<file path="config.mk">
export PLATFORM = sky130hd
export DESIGN_NAME = dual_wheel_speed_pid
export DESIGN_NICKNAME = d
export VERILOG_FILES = /design/src/dwsp_pkg.sv /design/src/dual_wheel_speed_pid.sv /design/src/dwsp_datapath.sv /design/src/dwsp_controller.sv
export VERILOG_INCLUDE_DIRS = /design/src /design/src/src
export SDC_FILE = /design/constraint.sdc
export NUM_CORES = 2
export LEC_CHECK = 0
export BUFFER_PORTS_ARGS = -buffer_cell sky130_fd_sc_hd__buf_2
export CAP_MARGIN = 20
export CORE_MARGIN = 2
export CORE_UTILIZATION = 60
export CTS_BUF_LIST = sky130_fd_sc_hd__clkbuf_16
export DETAILED_ROUTE_END_ITERATION = 8
export PLACE_DENSITY_LB_ADDON = 0.1
export SLEW_MARGIN = 20
export SYNTH_ARGS = -nofsm -noshare
export SYNTH_HDL_FRONTEND = slang
export SYNTH_SLANG_ARGS = --single-unit
</file>
<file path="constraint.sdc">
create_clock -name i_clk -period 23.6 [get_ports i_clk]
set_clock_uncertainty 0.1 [all_clocks]
set_input_delay 3.54 -clock i_clk [delete_from_list [all_inputs] [get_ports i_clk]]
set_output_delay 3.54 -clock i_clk [all_outputs]
set_load 0.03 [all_outputs]
</file>
<file path="src/dual_wheel_speed_pid_assert.svh">
// Assertion macros shared by the speed controller.
`ifndef DUAL_WHEEL_SPEED_PID_ASSERT_SVH
`define DUAL_WHEEL_SPEED_PID_ASSERT_SVH
// Implication checked on every clock edge outside reset.
`define DWSP_ASSERT_IMP(label, clk, rst_n, ante, cons) \
    label: assert property (@(posedge clk) disable iff (!rst_n) (ante) |-> (cons)) \
        else $error("assertion failed");
// Next-cycle implication.
`define DWSP_ASSERT_NEXT(label, clk, rst_n, ante, cons) \
    label: assert property (@(posedge clk) disable iff (!rst_n) (ante) |=> (cons)) \
        else $error("assertion failed");
`endif

</file>
<file path="src/dwsp_pkg.sv">
// ----------------------------------------------------------------------------
// dwsp_pkg
// Shared types and constants of the dual wheel speed controller.
// ----------------------------------------------------------------------------
package dwsp_pkg;

    localparam int unsigned FiltOld    = 45875;
    localparam int unsigned FiltNew    = 19661;
    localparam int          IntegLimit = 20480;
    localparam int          DriveLimit = 1023;

    localparam logic [2:0] RegKp     = 3'd0;
    localparam logic [2:0] RegKi     = 3'd1;
    localparam logic [2:0] RegKd     = 3'd2;
    localparam logic [2:0] RegScale  = 3'd3;
    localparam logic [2:0] RegPeriod = 3'd4;
    localparam logic [2:0] RegGlitch = 3'd5;
    localparam logic [2:0] RegRamp   = 3'd6;
    localparam logic [2:0] RegDir    = 3'd7;

    // Datapath steps that the controller commands.
    typedef enum logic [3:0] {
        STEP_NONE,
        STEP_RAW,      // count * scale
        STEP_FOLD,     // saturate raw, old * FiltOld
        STEP_FNEW,     // raw * FiltNew, add, filter and glitch check
        STEP_RAMP,     // ramp both targets (both wheels at once)
        STEP_ERR,      // err and err * period
        STEP_INTEG,    // integrator update, Kp * err
        STEP_KI,       // Ki * integ
        STEP_KD,       // Kd * (err - last)
        STEP_DRIVE,    // sum, clamp, store drive
        STEP_STOP,     // zero drives, clear loops
        STEP_CLEAR     // reset op
    } t_step;

    typedef struct packed {
        t_step step;
        logic  wheel;     // 0 right, 1 left
        logic  load;      // capture input item
    } t_cmd;

    typedef struct packed {
        logic stop;       // both targets and ramps are zero
    } t_status;

endpackage

</file>
<file path="src/dual_wheel_speed_pid.sv">
// ----------------------------------------------------------------------------
// dual_wheel_speed_pid
// Two wheel speed PID loops with setpoint ramp and filtered speed feedback.
// ----------------------------------------------------------------------------
//  channel  handshake            payload
//  in       i_valid / o_ready    i_op, i_count_*, i_target_*
//  out      o_valid / i_ready    o_drive_*, o_speed_*
//  config   APB psel/penable     paddr, pwdata, prdata
//
// Every product of a control tick goes through the one shared 22x22
// multiplier, one step a cycle. When both targets and both ramps are zero
// the PID steps are skipped. A reset op gives no result. Synchronous
// active-low reset. The next item is accepted only after the result has
// been taken.
module dual_wheel_speed_pid (
    input  logic                i_clk,
    input  logic                i_rst_n,
    input  logic                i_valid,
    output logic                o_ready,
    input  logic                i_op,
    input  logic signed [15:0]  i_count_right,
    input  logic signed [15:0]  i_count_left,
    input  logic signed [19:0]  i_target_right,
    input  logic signed [19:0]  i_target_left,
    output logic                o_valid,
    input  logic                i_ready,
    output logic signed [10:0]  o_drive_right,
    output logic signed [10:0]  o_drive_left,
    output logic signed [19:0]  o_speed_right,
    output logic signed [19:0]  o_speed_left,
    input  logic                psel,
    input  logic                penable,
    input  logic                pwrite,
    input  logic [4:0]          paddr,
    input  logic [31:0]         pwdata,
    output logic [31:0]         prdata,
    output logic                pready
);

    `include "dual_wheel_speed_pid_assert.svh"

    logic [19:0] r_kp, r_ki, r_kd, r_scale;
    logic [15:0] r_period;
    logic [18:0] r_glitch, r_ramp;
    logic [1:0]  r_dir;
    logic        wr_en;
    logic [2:0]  reg_idx;

    dwsp_pkg::t_cmd    cmd;
    dwsp_pkg::t_status status;

    assign pready  = 1'b1;
    assign wr_en   = psel && penable && pwrite;
    assign reg_idx = paddr[4:2];

    // Configuration registers, reset to the nominal tuning.
    always_ff @(posedge i_clk) begin
        if (!i_rst_n) begin
            r_kp     <= 20'd38400;
            r_ki     <= 20'd153600;
            r_kd     <= 20'd2560;
            r_scale  <= 20'd49942;
            r_period <= 16'd6554;
            r_glitch <= 19'd163840;
            r_ramp   <= 19'd6144;
            r_dir    <= 2'd0;
        end else if (wr_en && (paddr[1:0] == 2'b00)) begin
            case (reg_idx)
                dwsp_pkg::RegKp:     r_kp     <= pwdata[19:0];
                dwsp_pkg::RegKi:     r_ki     <= pwdata[19:0];
                dwsp_pkg::RegKd:     r_kd     <= pwdata[19:0];
                dwsp_pkg::RegScale:  r_scale  <= pwdata[19:0];
                dwsp_pkg::RegPeriod: r_period <= pwdata[15:0];
                dwsp_pkg::RegGlitch: r_glitch <= pwdata[18:0];
                dwsp_pkg::RegRamp:   r_ramp   <= pwdata[18:0];
                dwsp_pkg::RegDir:    r_dir    <= pwdata[1:0];
                default: begin
                end
            endcase
        end
    end

    always_comb begin
        case (reg_idx)
            dwsp_pkg::RegKp:     prdata = {12'd0, r_kp};
            dwsp_pkg::RegKi:     prdata = {12'd0, r_ki};
            dwsp_pkg::RegKd:     prdata = {12'd0, r_kd};
            dwsp_pkg::RegScale:  prdata = {12'd0, r_scale};
            dwsp_pkg::RegPeriod: prdata = {16'd0, r_period};
            dwsp_pkg::RegGlitch: prdata = {13'd0, r_glitch};
            dwsp_pkg::RegRamp:   prdata = {13'd0, r_ramp};
            dwsp_pkg::RegDir:    prdata = {30'd0, r_dir};
            default:             prdata = '0;
        endcase
    end

    dwsp_controller u_ctrl (
        .i_clk    (i_clk),
        .i_rst_n  (i_rst_n),
        .i_valid  (i_valid),
        .o_ready  (o_ready),
        .i_op     (i_op),
        .o_valid  (o_valid),
        .i_ready  (i_ready),
        .o_cmd    (cmd),
        .i_status (status)
    );

    dwsp_datapath u_dp (
        .i_clk          (i_clk),
        .i_rst_n        (i_rst_n),
        .i_cmd          (cmd),
        .o_status       (status),
        .i_op           (i_op),
        .i_count_right  (i_count_right),
        .i_count_left   (i_count_left),
        .i_target_right (i_target_right),
        .i_target_left  (i_target_left),
        .i_kp           (r_kp),
        .i_ki           (r_ki),
        .i_kd           (r_kd),
        .i_scale        (r_scale),
        .i_period       (r_period),
        .i_glitch       (r_glitch),
        .i_ramp         (r_ramp),
        .i_dir          (r_dir),
        .o_drive_right  (o_drive_right),
        .o_drive_left   (o_drive_left),
        .o_speed_right  (o_speed_right),
        .o_speed_left   (o_speed_left)
    );

    // No new item is taken while a result is still waiting.
    `DWSP_ASSERT_IMP(a_no_accept_pending, i_clk, i_rst_n, o_valid, !o_ready)
    // The right drive never leaves the PWM range.
    `DWSP_ASSERT_IMP(a_drive_range, i_clk, i_rst_n, o_valid,
        (o_drive_right <= 11'sd1023) && (o_drive_right >= -11'sd1023))
    // A reset op never produces a result next cycle.
    `DWSP_ASSERT_NEXT(a_clear_silent, i_clk, i_rst_n, i_valid && o_ready && i_op, !o_valid)

endmodule

</file>
<file path="src/dwsp_datapath.sv">
// ----------------------------------------------------------------------------
// dwsp_datapath
// Per-wheel speed filter, ramp and PID around one shared multiplier.
// ----------------------------------------------------------------------------
module dwsp_datapath (
    input  logic                  i_clk,
    input  logic                  i_rst_n,
    input  dwsp_pkg::t_cmd        i_cmd,
    output dwsp_pkg::t_status     o_status,
    input  logic                  i_op,
    input  logic signed [15:0]    i_count_right,
    input  logic signed [15:0]    i_count_left,
    input  logic signed [19:0]    i_target_right,
    input  logic signed [19:0]    i_target_left,
    input  logic [19:0]           i_kp,
    input  logic [19:0]           i_ki,
    input  logic [19:0]           i_kd,
    input  logic [19:0]           i_scale,
    input  logic [15:0]           i_period,
    input  logic [18:0]           i_glitch,
    input  logic [18:0]           i_ramp,
    input  logic [1:0]            i_dir,
    output logic signed [10:0]    o_drive_right,
    output logic signed [10:0]    o_drive_left,
    output logic signed [19:0]    o_speed_right,
    output logic signed [19:0]    o_speed_left
);

    logic signed [15:0] r_cnt [2];
    logic signed [19:0] r_tgt [2];
    logic signed [19:0] r_filt [2];
    logic signed [19:0] r_ramp [2];
    logic signed [16:0] r_integ [2];
    logic signed [20:0] r_last [2];
    logic signed [10:0] r_drive [2];
    logic signed [19:0] r_raw;
    logic signed [20:0] r_err;
    logic signed [48:0] r_prod;
    logic signed [48:0] r_acc;
    logic               r_stop;

    logic               w;
    logic signed [21:0] mul_a;
    logic signed [21:0] mul_b;
    logic signed [48:0] mul_p;
    logic signed [36:0] raw_full;
    logic signed [19:0] raw_sat;
    logic signed [48:0] fsum;
    logic signed [19:0] fnew;
    logic signed [19:0] fabs;
    logic signed [21:0] isum;
    logic signed [16:0] inext;
    logic signed [48:0] dsum;
    logic signed [28:0] dshift;
    logic signed [20:0] rn [2];
    logic signed [20:0] rup [2];
    logic signed [20:0] rdn [2];

    assign w = i_cmd.wheel;

    // Operand select for the shared multiplier.
    always_comb begin
        mul_a = '0;
        mul_b = '0;
        case (i_cmd.step)
            dwsp_pkg::STEP_RAW: begin
                mul_a = 22'(r_cnt[w]);
                mul_b = 22'($signed({2'b00, i_scale}));
            end
            dwsp_pkg::STEP_FOLD: begin
                mul_a = 22'(r_filt[w]);
                mul_b = 22'(dwsp_pkg::FiltOld);
            end
            dwsp_pkg::STEP_FNEW: begin
                mul_a = 22'(r_raw);
                mul_b = 22'(dwsp_pkg::FiltNew);
            end
            dwsp_pkg::STEP_ERR: begin
                mul_a = 22'(r_ramp[w]) - 22'(r_filt[w]);
                mul_b = 22'($signed({6'd0, i_period}));
            end
            dwsp_pkg::STEP_INTEG: begin
                mul_a = 22'(r_err);
                mul_b = 22'($signed({2'b00, i_kp}));
            end
            dwsp_pkg::STEP_KI: begin
                mul_a = 22'(r_integ[w]);
                mul_b = 22'($signed({2'b00, i_ki}));
            end
            dwsp_pkg::STEP_KD: begin
                mul_a = 22'(r_err) - 22'(r_last[w]);
                mul_b = 22'($signed({2'b00, i_kd}));
            end
            default: begin
                mul_a = '0;
                mul_b = '0;
            end
        endcase
    end

    assign mul_p = 49'(mul_a) * 49'(mul_b);

    // Raw speed: product >> 8, optional negate, saturate.
    always_comb begin
        raw_full = 37'(r_prod >>> 8);
        if (i_dir[w]) begin
            raw_full = -raw_full;
        end
        if (raw_full > 37'sd524287) begin
            raw_sat = 20'sd524287;
        end else if (raw_full < -37'sd524288) begin
            raw_sat = -20'sd524288;
        end else begin
            raw_sat = 20'(raw_full);
        end
    end

    // The old-speed product from the previous step is still in r_prod.
    always_comb begin
        fsum = r_prod + mul_p;
        fnew = 20'(fsum >>> 16);
        fabs = (fnew < 0) ? -fnew : fnew;
    end

    always_comb begin
        isum = 22'(r_integ[w]) + 22'(r_prod >>> 16);
        if (isum > 22'(dwsp_pkg::IntegLimit)) begin
            inext = 17'(dwsp_pkg::IntegLimit);
        end else if (isum < -22'(dwsp_pkg::IntegLimit)) begin
            inext = -17'(dwsp_pkg::IntegLimit);
        end else begin
            inext = 17'(isum);
        end
        dsum = r_acc + r_prod;
        dshift = 29'(dsum >>> 20);
    end

    always_comb begin
        for (int k = 0; k < 2; k++) begin
            rup[k] = 21'(r_ramp[k]) + 21'($signed({2'b00, i_ramp}));
            rdn[k] = 21'(r_ramp[k]) - 21'($signed({2'b00, i_ramp}));
            if (r_tgt[k] > r_ramp[k]) begin
                rn[k] = (rup[k] < 21'(r_tgt[k])) ? rup[k] : 21'(r_tgt[k]);
            end else if (r_tgt[k] < r_ramp[k]) begin
                rn[k] = (rdn[k] > 21'(r_tgt[k])) ? rdn[k] : 21'(r_tgt[k]);
            end else begin
                rn[k] = 21'(r_ramp[k]);
            end
        end
    end

    always_ff @(posedge i_clk) begin
        if (!i_rst_n) begin
            for (int k = 0; k < 2; k++) begin
                r_filt[k]  <= '0;
                r_ramp[k]  <= '0;
                r_integ[k] <= '0;
                r_last[k]  <= '0;
                r_drive[k] <= '0;
            end
            r_stop <= 1'b0;
        end else begin
            if (i_cmd.load) begin
                r_cnt[0] <= i_count_right;
                r_cnt[1] <= i_count_left;
                r_tgt[0] <= i_target_right;
                r_tgt[1] <= i_target_left;
            end
            r_prod <= mul_p;
            case (i_cmd.step)
                dwsp_pkg::STEP_FOLD: begin
                    r_raw <= raw_sat;
                end
                dwsp_pkg::STEP_FNEW: begin
                    r_filt[w] <= ($signed({1'b0, fabs}) > $signed({2'b00, i_glitch}))
                        ? '0 : fnew;
                end
                dwsp_pkg::STEP_RAMP: begin
                    r_ramp[0] <= 20'(rn[0]);
                    r_ramp[1] <= 20'(rn[1]);
                    r_stop <= (r_tgt[0] == 0) && (r_tgt[1] == 0)
                        && (rn[0] == 0) && (rn[1] == 0);
                end
                dwsp_pkg::STEP_ERR: begin
                    r_err <= mul_a[20:0];
                end
                dwsp_pkg::STEP_INTEG: begin
                    r_integ[w] <= inext;
                end
                dwsp_pkg::STEP_DRIVE: begin
                    r_last[w] <= r_err;
                    if (dshift > 29'(dwsp_pkg::DriveLimit)) begin
                        r_drive[w] <= 11'(dwsp_pkg::DriveLimit);
                    end else if (dshift < -29'(dwsp_pkg::DriveLimit)) begin
                        r_drive[w] <= -11'(dwsp_pkg::DriveLimit);
                    end else begin
                        r_drive[w] <= 11'(dshift);
                    end
                end
                dwsp_pkg::STEP_STOP: begin
                    for (int k = 0; k < 2; k++) begin
                        r_drive[k] <= '0;
                        r_integ[k] <= '0;
                        r_last[k]  <= '0;
                    end
                end
                dwsp_pkg::STEP_CLEAR: begin
                    for (int k = 0; k < 2; k++) begin
                        r_integ[k] <= '0;
                        r_last[k]  <= '0;
                    end
                    if ((i_target_right == 0) && (i_target_left == 0) && i_op) begin
                        r_ramp[0] <= '0;
                        r_ramp[1] <= '0;
                    end
                end
                default: begin
                end
            endcase
        end
    end

    // Accumulator: cleared by the first product step of the PID sum.
    always_ff @(posedge i_clk) begin
        case (i_cmd.step)
            dwsp_pkg::STEP_INTEG: r_acc <= '0;
            dwsp_pkg::STEP_KI:    r_acc <= r_acc + r_prod;
            dwsp_pkg::STEP_KD:    r_acc <= r_acc + r_prod;
            default:              r_acc <= r_acc;
        endcase
    end

    assign o_status.stop = r_stop;
    assign o_drive_right = r_drive[0];
    assign o_drive_left  = r_drive[1];
    assign o_speed_right = r_filt[0];
    assign o_speed_left  = r_filt[1];

endmodule

</file>
<file path="src/dwsp_controller.sv">
// ----------------------------------------------------------------------------
// dwsp_controller
// Sequences the datapath steps for one item and runs the handshakes.
// ----------------------------------------------------------------------------
module dwsp_controller (
    input  logic                  i_clk,
    input  logic                  i_rst_n,
    input  logic                  i_valid,
    output logic                  o_ready,
    input  logic                  i_op,
    output logic                  o_valid,
    input  logic                  i_ready,
    output dwsp_pkg::t_cmd        o_cmd,
    input  dwsp_pkg::t_status     i_status
);

    typedef enum logic [3:0] {
        S_IDLE, S_RAW, S_FOLD, S_FNEW, S_RAMP, S_ERR, S_INTEG, S_KI,
        S_KD, S_DRIVE, S_STOP, S_OUT
    } t_state;

    t_state r_state, n_state;
    logic   r_wheel, n_wheel;
    logic   r_valid, n_valid;

    assign o_ready = (r_state == S_IDLE) && !r_valid;
    assign o_valid = r_valid;

    always_comb begin
        n_state = r_state;
        n_wheel = r_wheel;
        n_valid = r_valid && !i_ready;
        o_cmd.step  = dwsp_pkg::STEP_NONE;
        o_cmd.wheel = r_wheel;
        o_cmd.load  = 1'b0;
        case (r_state)
            S_IDLE: begin
                if (i_valid && o_ready) begin
                    o_cmd.load = 1'b1;
                    n_wheel = 1'b0;
                    if (i_op) begin
                        o_cmd.step = dwsp_pkg::STEP_CLEAR;
                    end else begin
                        n_state = S_RAW;
                    end
                end
            end
            S_RAW:   begin o_cmd.step = dwsp_pkg::STEP_RAW;   n_state = S_FOLD; end
            S_FOLD:  begin o_cmd.step = dwsp_pkg::STEP_FOLD;  n_state = S_FNEW; end
            S_FNEW: begin
                o_cmd.step = dwsp_pkg::STEP_FNEW;
                if (r_wheel) begin
                    n_state = S_RAMP;
                    n_wheel = 1'b0;
                end else begin
                    n_state = S_RAW;
                    n_wheel = 1'b1;
                end
            end
            S_RAMP:  begin o_cmd.step = dwsp_pkg::STEP_RAMP;  n_state = S_ERR; end
            S_ERR: begin
                o_cmd.step = dwsp_pkg::STEP_ERR;
                n_state = i_status.stop ? S_STOP : S_INTEG;
            end
            S_INTEG: begin o_cmd.step = dwsp_pkg::STEP_INTEG; n_state = S_KI; end
            S_KI:    begin o_cmd.step = dwsp_pkg::STEP_KI;    n_state = S_KD; end
            S_KD:    begin o_cmd.step = dwsp_pkg::STEP_KD;    n_state = S_DRIVE; end
            S_DRIVE: begin
                o_cmd.step = dwsp_pkg::STEP_DRIVE;
                if (r_wheel) begin
                    n_state = S_OUT;
                end else begin
                    n_state = S_ERR;
                    n_wheel = 1'b1;
                end
            end
            S_STOP:  begin o_cmd.step = dwsp_pkg::STEP_STOP;  n_state = S_OUT; end
            S_OUT: begin
                n_valid = 1'b1;
                n_state = S_IDLE;
            end
            default: n_state = S_IDLE;
        endcase
    end

    always_ff @(posedge i_clk) begin
        if (!i_rst_n) begin
            r_state <= S_IDLE;
            r_wheel <= 1'b0;
            r_valid <= 1'b0;
        end else begin
            r_state <= n_state;
            r_wheel <= n_wheel;
            r_valid <= n_valid;
        end
    end

endmodule
</file>
Word level (Yosys, flattened, before mapping)
Memory sizes are Yosys's and may differ from the RTL's. A register that Yosys moved wholly into a read port is not among the register bits. Cells that the tools add are included.

Register bits: 276. Latch bits: 0. RAM bits: 250. Bits in read-only memories: 0. Input bits: 117. Output and inout bits: 97. Logic and storage cells: 253. Memories: 7.

Add/subtract/negate cells: 11. $mul: 1. Divide/modulo/power cells: 0. $lt $le $gt $ge: 17. Eq/ne operators: 31. Shifts and indexed selects: 0. Muxes and demuxes: 113. Bitwise gates (word level): 16. Reductions and logical operators: 41.

Memory list: u_dp.r_last (depth 2, bits a word 21, read ports 1, clocked after Yosys merged registers in 1, wr ports 2, RTL line dwsp_datapath.sv:34) `logic signed [20:0] r_last [2];`; u_dp.r_filt (depth 2, bits a word 20, read ports 3, clocked after Yosys merged registers in 1, wr ports 2, RTL line dwsp_datapath.sv:31) `logic signed [19:0] r_filt [2];`; u_dp.r_ramp (depth 2, bits a word 20, read ports 3, clocked after Yosys merged registers in 1, wr ports 2, RTL line dwsp_datapath.sv:32) `logic signed [19:0] r_ramp [2];`; u_dp.r_tgt (depth 2, bits a word 20, read ports 2, clocked after Yosys merged registers in 0, wr ports 2, RTL line dwsp_datapath.sv:30) `logic signed [19:0] r_tgt [2];`; u_dp.r_integ (depth 2, bits a word 17, read ports 1, clocked after Yosys merged registers in 1, wr ports 2, RTL line dwsp_datapath.sv:33) `logic signed [16:0] r_integ [2];`; u_dp.r_cnt (depth 2, bits a word 16, read ports 1, clocked after Yosys merged registers in 1, wr ports 2, RTL line dwsp_datapath.sv:29) `logic signed [15:0] r_cnt [2];`; 1 more memories.

Operators with widths (number): 21-bit 2-to-1 mux (13); 32-bit case mux with 8 select lines (1); 32-bit logical NOT (6); 20-bit 2-to-1 mux (8); 22-bit case mux with 7 select lines (1); 20-bit case mux with 7 select lines (1); 17-bit 2-to-1 mux (7); 49-bit case mux with 2 select lines (1); 4-bit case mux with 11 select lines (2); 1-bit 2-to-1 mux (65); 20-bit by 20-bit subtractor with 21-bit output (3); 11-bit 2-to-1 mux (5); 49-bit by 43-bit adder with 49-bit output (1); 22-bit by 21-bit multiplier with 43-bit output (1); 20-bit by 20-bit adder with 21-bit output (2); 21-bit by 20-bit > comparator with 1-bit output (2); 21-bit by 20-bit < comparator with 1-bit output (2); 20-bit > comparator (2); 20-bit < comparator (2); 37-bit by 20-bit > comparator with 1-bit output (second input constant) (1); 37-bit by 20-bit < comparator with 1-bit output (second input constant) (1); 37-bit 2-to-1 mux (1); 35-bit negator with 37-bit output (1); 36-bit adder (1); 35 further kinds (100).

Longest topological paths before layout
Depth in word-level cells: 14. Mapped depth: 77. Gate-level depth less buffers: 69.

Hierarchy
Synthesis repeated with hierarchy kept, for this count alone.

Cells, all modules: 6367. Area, all modules: 56912.1 um^2.

Modules (own cells, without submodules): dwsp_datapath (times used 1, cells each 5536, area each 49740.2 um^2, sequential area each 11521.0 um^2); dual_wheel_speed_pid (times used 1, cells each 770, area each 6706.4 um^2, sequential area each 2722.6 um^2); dwsp_controller (times used 1, cells each 61, area each 465.4 um^2, sequential area each 120.1 um^2).

Worst setup path before layout
OpenSTA, ideal clock, no wires.

Path kind: input to register. From: input port i_valid. To: memory u_dp.r_filt[1][19], data pin. Setup time: 139 ps. Arrival: 16376 ps. Data required time: 23361 ps. Slack: 6985 ps. Stages on the path: 63. Buffers on the path: 6. Path through: nor2b_1 > a32oi_1 > clkbuf_1 > buf_1 > o21ai_0 > o21ai_0 > a221o_1 > clkbuf_1 > nand2_1 > fa_1 > inv_1 > fa_1 > inv_1 > fa_1 > inv_1 > fa_1 > inv_1 > fa_1 > [... 27 more ...] > buf_2 > nand2_1 > xnor2_1 > ha_1 > a21o_1 > a21o_1 > a21o_1 > a21oi_1 > o221ai_1 > a221o_1 > a21o_1 > a21oi_1 > nor2b_1 > o22a_1 > nor2_1 > nand3_1 > clkbuf_1 > nor2_1.

RTL lines: from (decl) (RTL line dual_wheel_speed_pid.sv:18) `input logic i_valid,`; to (decl) (RTL line dwsp_datapath.sv:31).

==> flow_results.xml <==
<?xml version="1.0" encoding="UTF-8"?>
<metrics>
  <group name="floorplan">
    <metric name="num_io_pins" unit="">214</metric>
    <metric name="initial_core_util" unit="%">60.6</metric>
    <metric name="placeableCoreArea" unit="um2">93500</metric>
    <metric name="placement_rows" unit="">112</metric>
    <metric name="fp.dieArea" unit="um2">96900</metric>
    <metric name="fp.dieW" unit="um">311</metric>
    <metric name="floorplan.die.height" unit="um">311</metric>
  </group>
  <group name="clock_tree">
    <metric name="ctsRootBufferMaster" unit="">sky130_fd_sc_hd__clkbuf_16</metric>
    <metric name="clk_pin_slew_worst_paths" unit="ns">0.07</metric>
    <metric name="post-cts-setup-buffers" unit="">0</metric>
    <metric name="insertion_delay" unit="ns">0.65</metric>
    <metric name="cts_inserted_buffers" unit="">66</metric>
    <metric name="number_of_hold_repair_buffers_added_at_the_cts_stage" unit="">0</metric>
    <metric name="cts_buffer_depth" unit="">3</metric>
    <metric name="clock_sinks" unit="">527</metric>
    <metric name="ctsHtreeMaxLevel" unit="">3</metric>
    <metric name="postCtsResizedCells" unit="">0</metric>
    <metric name="cts_tree" unit="">done</metric>
  </group>
  <group name="grt">
    <metric name="grt_first_pass_wirelength" unit="mm">289</metric>
    <metric name="grt_use_total" unit="%">39.1</metric>
    <metric name="pin_count_of_the_biggest_net_entering_global_routing" unit="">108</metric>
    <metric name="initial_antenna_violation_count" unit="">7</metric>
    <metric name="groute.layer.met1.usage" unit="%">50.4</metric>
    <metric name="global_route_overflow" unit="">0</metric>
    <metric name="vias_in_the_first_global_route" unit="">47500</metric>
    <metric name="grt_busiest_layer" unit="">met2</metric>
    <metric name="met3_usage" unit="%">6.80</metric>
    <metric name="grt.met2_usage" unit="%">62.9</metric>
  </group>
  <group name="synth">
    <metric name="async_set_or_reset_flop_fraction_in_the_synthesized_netlist" unit="%">0</metric>
    <metric name="yosysWarnings" unit="">0</metric>
    <metric name="ys_seq_area_share" unit="%">25.4</metric>
    <metric name="post_synth_fa_ha_maj_area_fraction" unit="%">26.9</metric>
    <metric name="synth_top_family_by_area" unit="">adder cells</metric>
    <metric name="synthXorXnorAreaFrac" unit="%">4.08</metric>
    <metric name="syn_inst" unit="">6408</metric>
    <metric name="synth.lib_cells_used.distinct" unit="">117</metric>
    <metric name="number_of_flops_mapped_to_enable_cells_by_yosys" unit="">383</metric>
    <metric name="synthesis.area" unit="um2">56700</metric>
    <metric name="avgSynthCellArea" unit="um2">8.84</metric>
    <metric name="synth.ff_latch_count" unit="">527</metric>
    <metric name="synth_compound_area_share" unit="%">16.5</metric>
    <metric name="synthMuxAreaShare" unit="%">3.06</metric>
    <metric name="ys_dominant_reg_cell" unit="">sky130_fd_sc_hd__edfxtp_1</metric>
    <metric name="synthSimpleGateAreaFrac" unit="%">16.7</metric>
  </group>
  <group name="hold_path">
    <metric name="hold_path.class" unit="">flip-flop to flip-flop</metric>
  </group>
  <group name="critical_path">
    <metric name="timing.critical_path.required" unit="ns">23.95</metric>
    <metric name="critical_path.endpoint_type" unit="">flip-flop</metric>
    <metric name="worst-endpoint-arrival" unit="ns">19.52</metric>
    <metric name="critical_path.max_fanout" unit="">42</metric>
    <metric name="timing.critical_path.slowest_stage_cell" unit="">sky130_fd_sc_hd__xor3_1</metric>
    <metric name="crit_path_frequent_cell" unit="">sky130_fd_sc_hd__fa_1</metric>
    <metric name="crit_path_max_incr_delay" unit="ns">0.85</metric>
    <metric name="startpoint_to_endpoint_class_of_the_critical_path" unit="">flip-flop to flip-flop</metric>
    <metric name="worstSetupStartpointType" unit="">flip-flop</metric>
  </group>
  <group name="pwr">
    <metric name="ir_worst_vdd" unit="V">0.0000693</metric>
    <metric name="leakage" unit="nW">26.0</metric>
    <metric name="powerDensity" unit="nW/um2">54.0</metric>
  </group>
  <group name="sta">
    <metric name="final-setup-viol-count" unit="">0</metric>
    <metric name="period_minus_slack" unit="ns">19.17</metric>
    <metric name="max_freq" unit="GHz">0.0522</metric>
    <metric name="fin_crit_sh" unit="%">81.2</metric>
    <metric name="timing.max_slew.rel_slack" unit="%">19.7</metric>
    <metric name="worst_slew_pin_slew" unit="ns">1.20</metric>
    <metric name="hold_slack" unit="ns">0.375</metric>
    <metric name="rsz0062_at_grt" unit="">false</metric>
    <metric name="tns" unit="ns">0</metric>
    <metric name="final_hold_violating_endpoints" unit="">0</metric>
    <metric name="slew_viol_final" unit="">0</metric>
  </group>
  <group name="placement">
    <metric name="port_buffers" unit="">188</metric>
    <metric name="gp_congestion" unit="">1.02</metric>
    <metric name="detailed_place_hpwl" unit="mm">150</metric>
  </group>
  <group name="finish">
    <metric name="finish.net_count" unit="">7519</metric>
    <metric name="final_layout_size_suffix_gt1_share" unit="%">7.97</metric>
    <metric name="syn2layout_area_growth" unit="%">7.34</metric>
    <metric name="finished_core_util" unit="%">65.1</metric>
  </group>
  <group name="drt">
    <metric name="first_iter_violations" unit="">5166</metric>
    <metric name="dr_total_vias" unit="">48700</metric>
    <metric name="routed_wire_length" unit="mm">191</metric>
    <metric name="detail_route.wl_per_cell" unit="um">24.6</metric>
    <metric name="antenna_nets_post_route" unit="">0</metric>
    <metric name="vias_per_cell" unit="">6.27</metric>
    <metric name="post-route-drc-count" unit="">0</metric>
    <metric name="drt_pass1_iterations" unit="">6</metric>
  </group>
  <group name="job">
    <metric name="max_cap_violations" unit="">0</metric>
  </group>
  <group name="outcome">
    <metric name="status" unit="">completed</metric>
  </group>
</metrics>
## where the power goes
group          switching [mW]  internal (mW)  leakage [nW]
Clock                   0.435          0.539          1.04
Sequential             0.0502           1.03          4.84
Combinational           0.798          0.430          20.1
## cell type report
| class | instances | area [um2] |
|---|---|---|
| Clock inverter | 51 | 319 |
| Multi-Input combinational cell | 4822 | 38300 |
| Antenna cell | 5 | 12.5 |
| Clock buffer | 68 | 1700 |
| Sequential cell | 527 | 14400 |
| Fill cell | 8070 | 32700 |
| Inverter | 785 | 2950 |
| Tap cell | 1254 | 1570 |
| Timing Repair Buffer | 259 | 1530 |
## flip-flops by register name (all words and copies together), names as in the netlist, 20 cells and up, named ones only
register and cells:
u_dp.r_ramp 40, r_scale 20, u_dp.r_integ 34, u_dp.r_acc 49, u_dp.r_cnt 32, u_dp.r_last 42
r_ki 20, u_dp.r_err 21, u_dp.r_raw 20, r_kp 20, r_kd 20, u_dp.r_tgt 40
u_dp.r_filt 40, u_dp.r_prod 43, u_dp.r_drive 22
## worst max-delay path: cells and delay by family, from the launching register on
| kind | cells | cell delay (ns) |
|---|---|---|
| compound gates | 24 | 6.23 |
| buf+inv | 8 | 1.89 |
| simple gates | 11 | 3.18 |
| fa+ha+maj | 11 | 4.81 |
| flops | 1 | 0.61 |
| mux | 1 | 0.59 |
| xor+xnor | 4 | 1.48 |
## cells by family (layout without fill, tap and decap cells)
group,Yosys count,count (layout)
AO/OA/AOI/OAI,1379,1379
XOR/XNOR,262,262
adder cells (fa/ha/maj),941,941
buffers and inverters,1070,1163
flip-flops,527,527
multiplexers,150,150
other,2,18
AND/OR/NAND/NOR,2077,2077
## routing by layer
metal | routed length (um) | share of wire (%)
met1 | 74200 | 39
met2 | 88800 | 46
met3 | 16400 | 8.6
met4 | 11800 | 6.2
met5 | 0 | 0
## Yosys cell counts (33+ instances only)
cell                       count  area share, %
sky130_fd_sc_hd__inv_1       779            5.2
sky130_fd_sc_hd__nand2_1     779            5.2
sky130_fd_sc_hd__nor2_1      599            4.0
sky130_fd_sc_hd__ha_1        478             11
sky130_fd_sc_hd__fa_1        463             16
sky130_fd_sc_hd__edfxtp_1    383             20
sky130_fd_sc_hd__a21oi_1     317            2.8
sky130_fd_sc_hd__o21ai_0     245            2.2
sky130_fd_sc_hd__clkbuf_1    217            1.4
sky130_fd_sc_hd__xnor2_1     173            2.7
sky130_fd_sc_hd__dfxtp_1     144            5.1
sky130_fd_sc_hd__a21o_1      123            1.6
sky130_fd_sc_hd__a21boi_0    120            1.6
sky130_fd_sc_hd__nand3_1     119            1.1
sky130_fd_sc_hd__mux2i_1      95            1.7
sky130_fd_sc_hd__nor3_1       91           0.80
sky130_fd_sc_hd__xor2_1       88            1.4
sky130_fd_sc_hd__and3_1       76           0.84
sky130_fd_sc_hd__nor2b_1      72           0.80
sky130_fd_sc_hd__a211oi_1     64           0.85
sky130_fd_sc_hd__o21a_1       61           0.81
sky130_fd_sc_hd__nand2b_1     59           0.65
sky130_fd_sc_hd__nand4_1      54           0.60
sky130_fd_sc_hd__and2_1       50           0.55
sky130_fd_sc_hd__nor4_1       42           0.46
sky130_fd_sc_hd__a221oi_1     40           0.62
sky130_fd_sc_hd__a31oi_1      40           0.44
sky130_fd_sc_hd__mux2_2       40           0.80
sky130_fd_sc_hd__a22oi_1      34           0.45
sky130_fd_sc_hd__o21bai_1     34           0.45
sky130_fd_sc_hd__o22ai_1      33           0.36
## metrics by stage
step           area (um2)  power, mW  cells  setup slack [ns]
6_report            60800       3.28   7771              4.43
5_1_grt             60800       3.42   7768              3.42
4_1_cts             60700       3.25   7764              4.75
3_5_place_dp        58700       2.29   7645              4.36
3_3_place_gp        58700       2.27   7643              4.48
2_1_floorplan       56700       1.91   6419              6.98
## cells in the final DEF (no fill, tap or decap), types with 21 or more instances in the layout
cell type,instances
sky130_fd_sc_hd__buf_4,68
sky130_fd_sc_hd__dfxtp_1,143
sky130_fd_sc_hd__nor4_1,39
sky130_fd_sc_hd__a21boi_0,120
sky130_fd_sc_hd__or2_2,21
sky130_fd_sc_hd__and2_1,49
sky130_fd_sc_hd__nand4_1,54
sky130_fd_sc_hd__buf_2,187
sky130_fd_sc_hd__nor2b_1,72
sky130_fd_sc_hd__nor2_1,595
sky130_fd_sc_hd__o22ai_1,33
sky130_fd_sc_hd__edfxtp_1,383
sky130_fd_sc_hd__fa_1,463
sky130_fd_sc_hd__o21a_1,61
sky130_fd_sc_hd__a22oi_1,34
sky130_fd_sc_hd__mux2i_1,94
sky130_fd_sc_hd__nand3_1,117
sky130_fd_sc_hd__o21bai_1,34
sky130_fd_sc_hd__inv_1,790
sky130_fd_sc_hd__mux2_2,40
sky130_fd_sc_hd__a31oi_1,40
sky130_fd_sc_hd__a221oi_1,36
sky130_fd_sc_hd__clkinv_1,22
sky130_fd_sc_hd__o211ai_1,32
sky130_fd_sc_hd__nand2b_1,59
sky130_fd_sc_hd__or3_1,28
sky130_fd_sc_hd__a21oi_1,316
sky130_fd_sc_hd__clkbuf_16,68
sky130_fd_sc_hd__xnor2_1,171
sky130_fd_sc_hd__o21ai_0,242
sky130_fd_sc_hd__a21o_1,123
sky130_fd_sc_hd__and3_1,75
sky130_fd_sc_hd__o31ai_1,27
sky130_fd_sc_hd__xor2_1,88
sky130_fd_sc_hd__ha_1,478
sky130_fd_sc_hd__a211oi_1,63
sky130_fd_sc_hd__nor3_1,88
sky130_fd_sc_hd__nand2_1,779
## worst paths after layout
check	from	end	slack (ns)	cells after the start
max reg2reg	flip-flop	u_dp.r_filt[1][12]	4.43	59
max	flip-flop	u_dp.r_filt[1][12]	4.43	59
min reg2reg	r_glitch[1]	r_glitch[1]	0.37	2
min	r_glitch[1]	r_glitch[1]	0.37	2
Power figures use the tool's default switching activity.
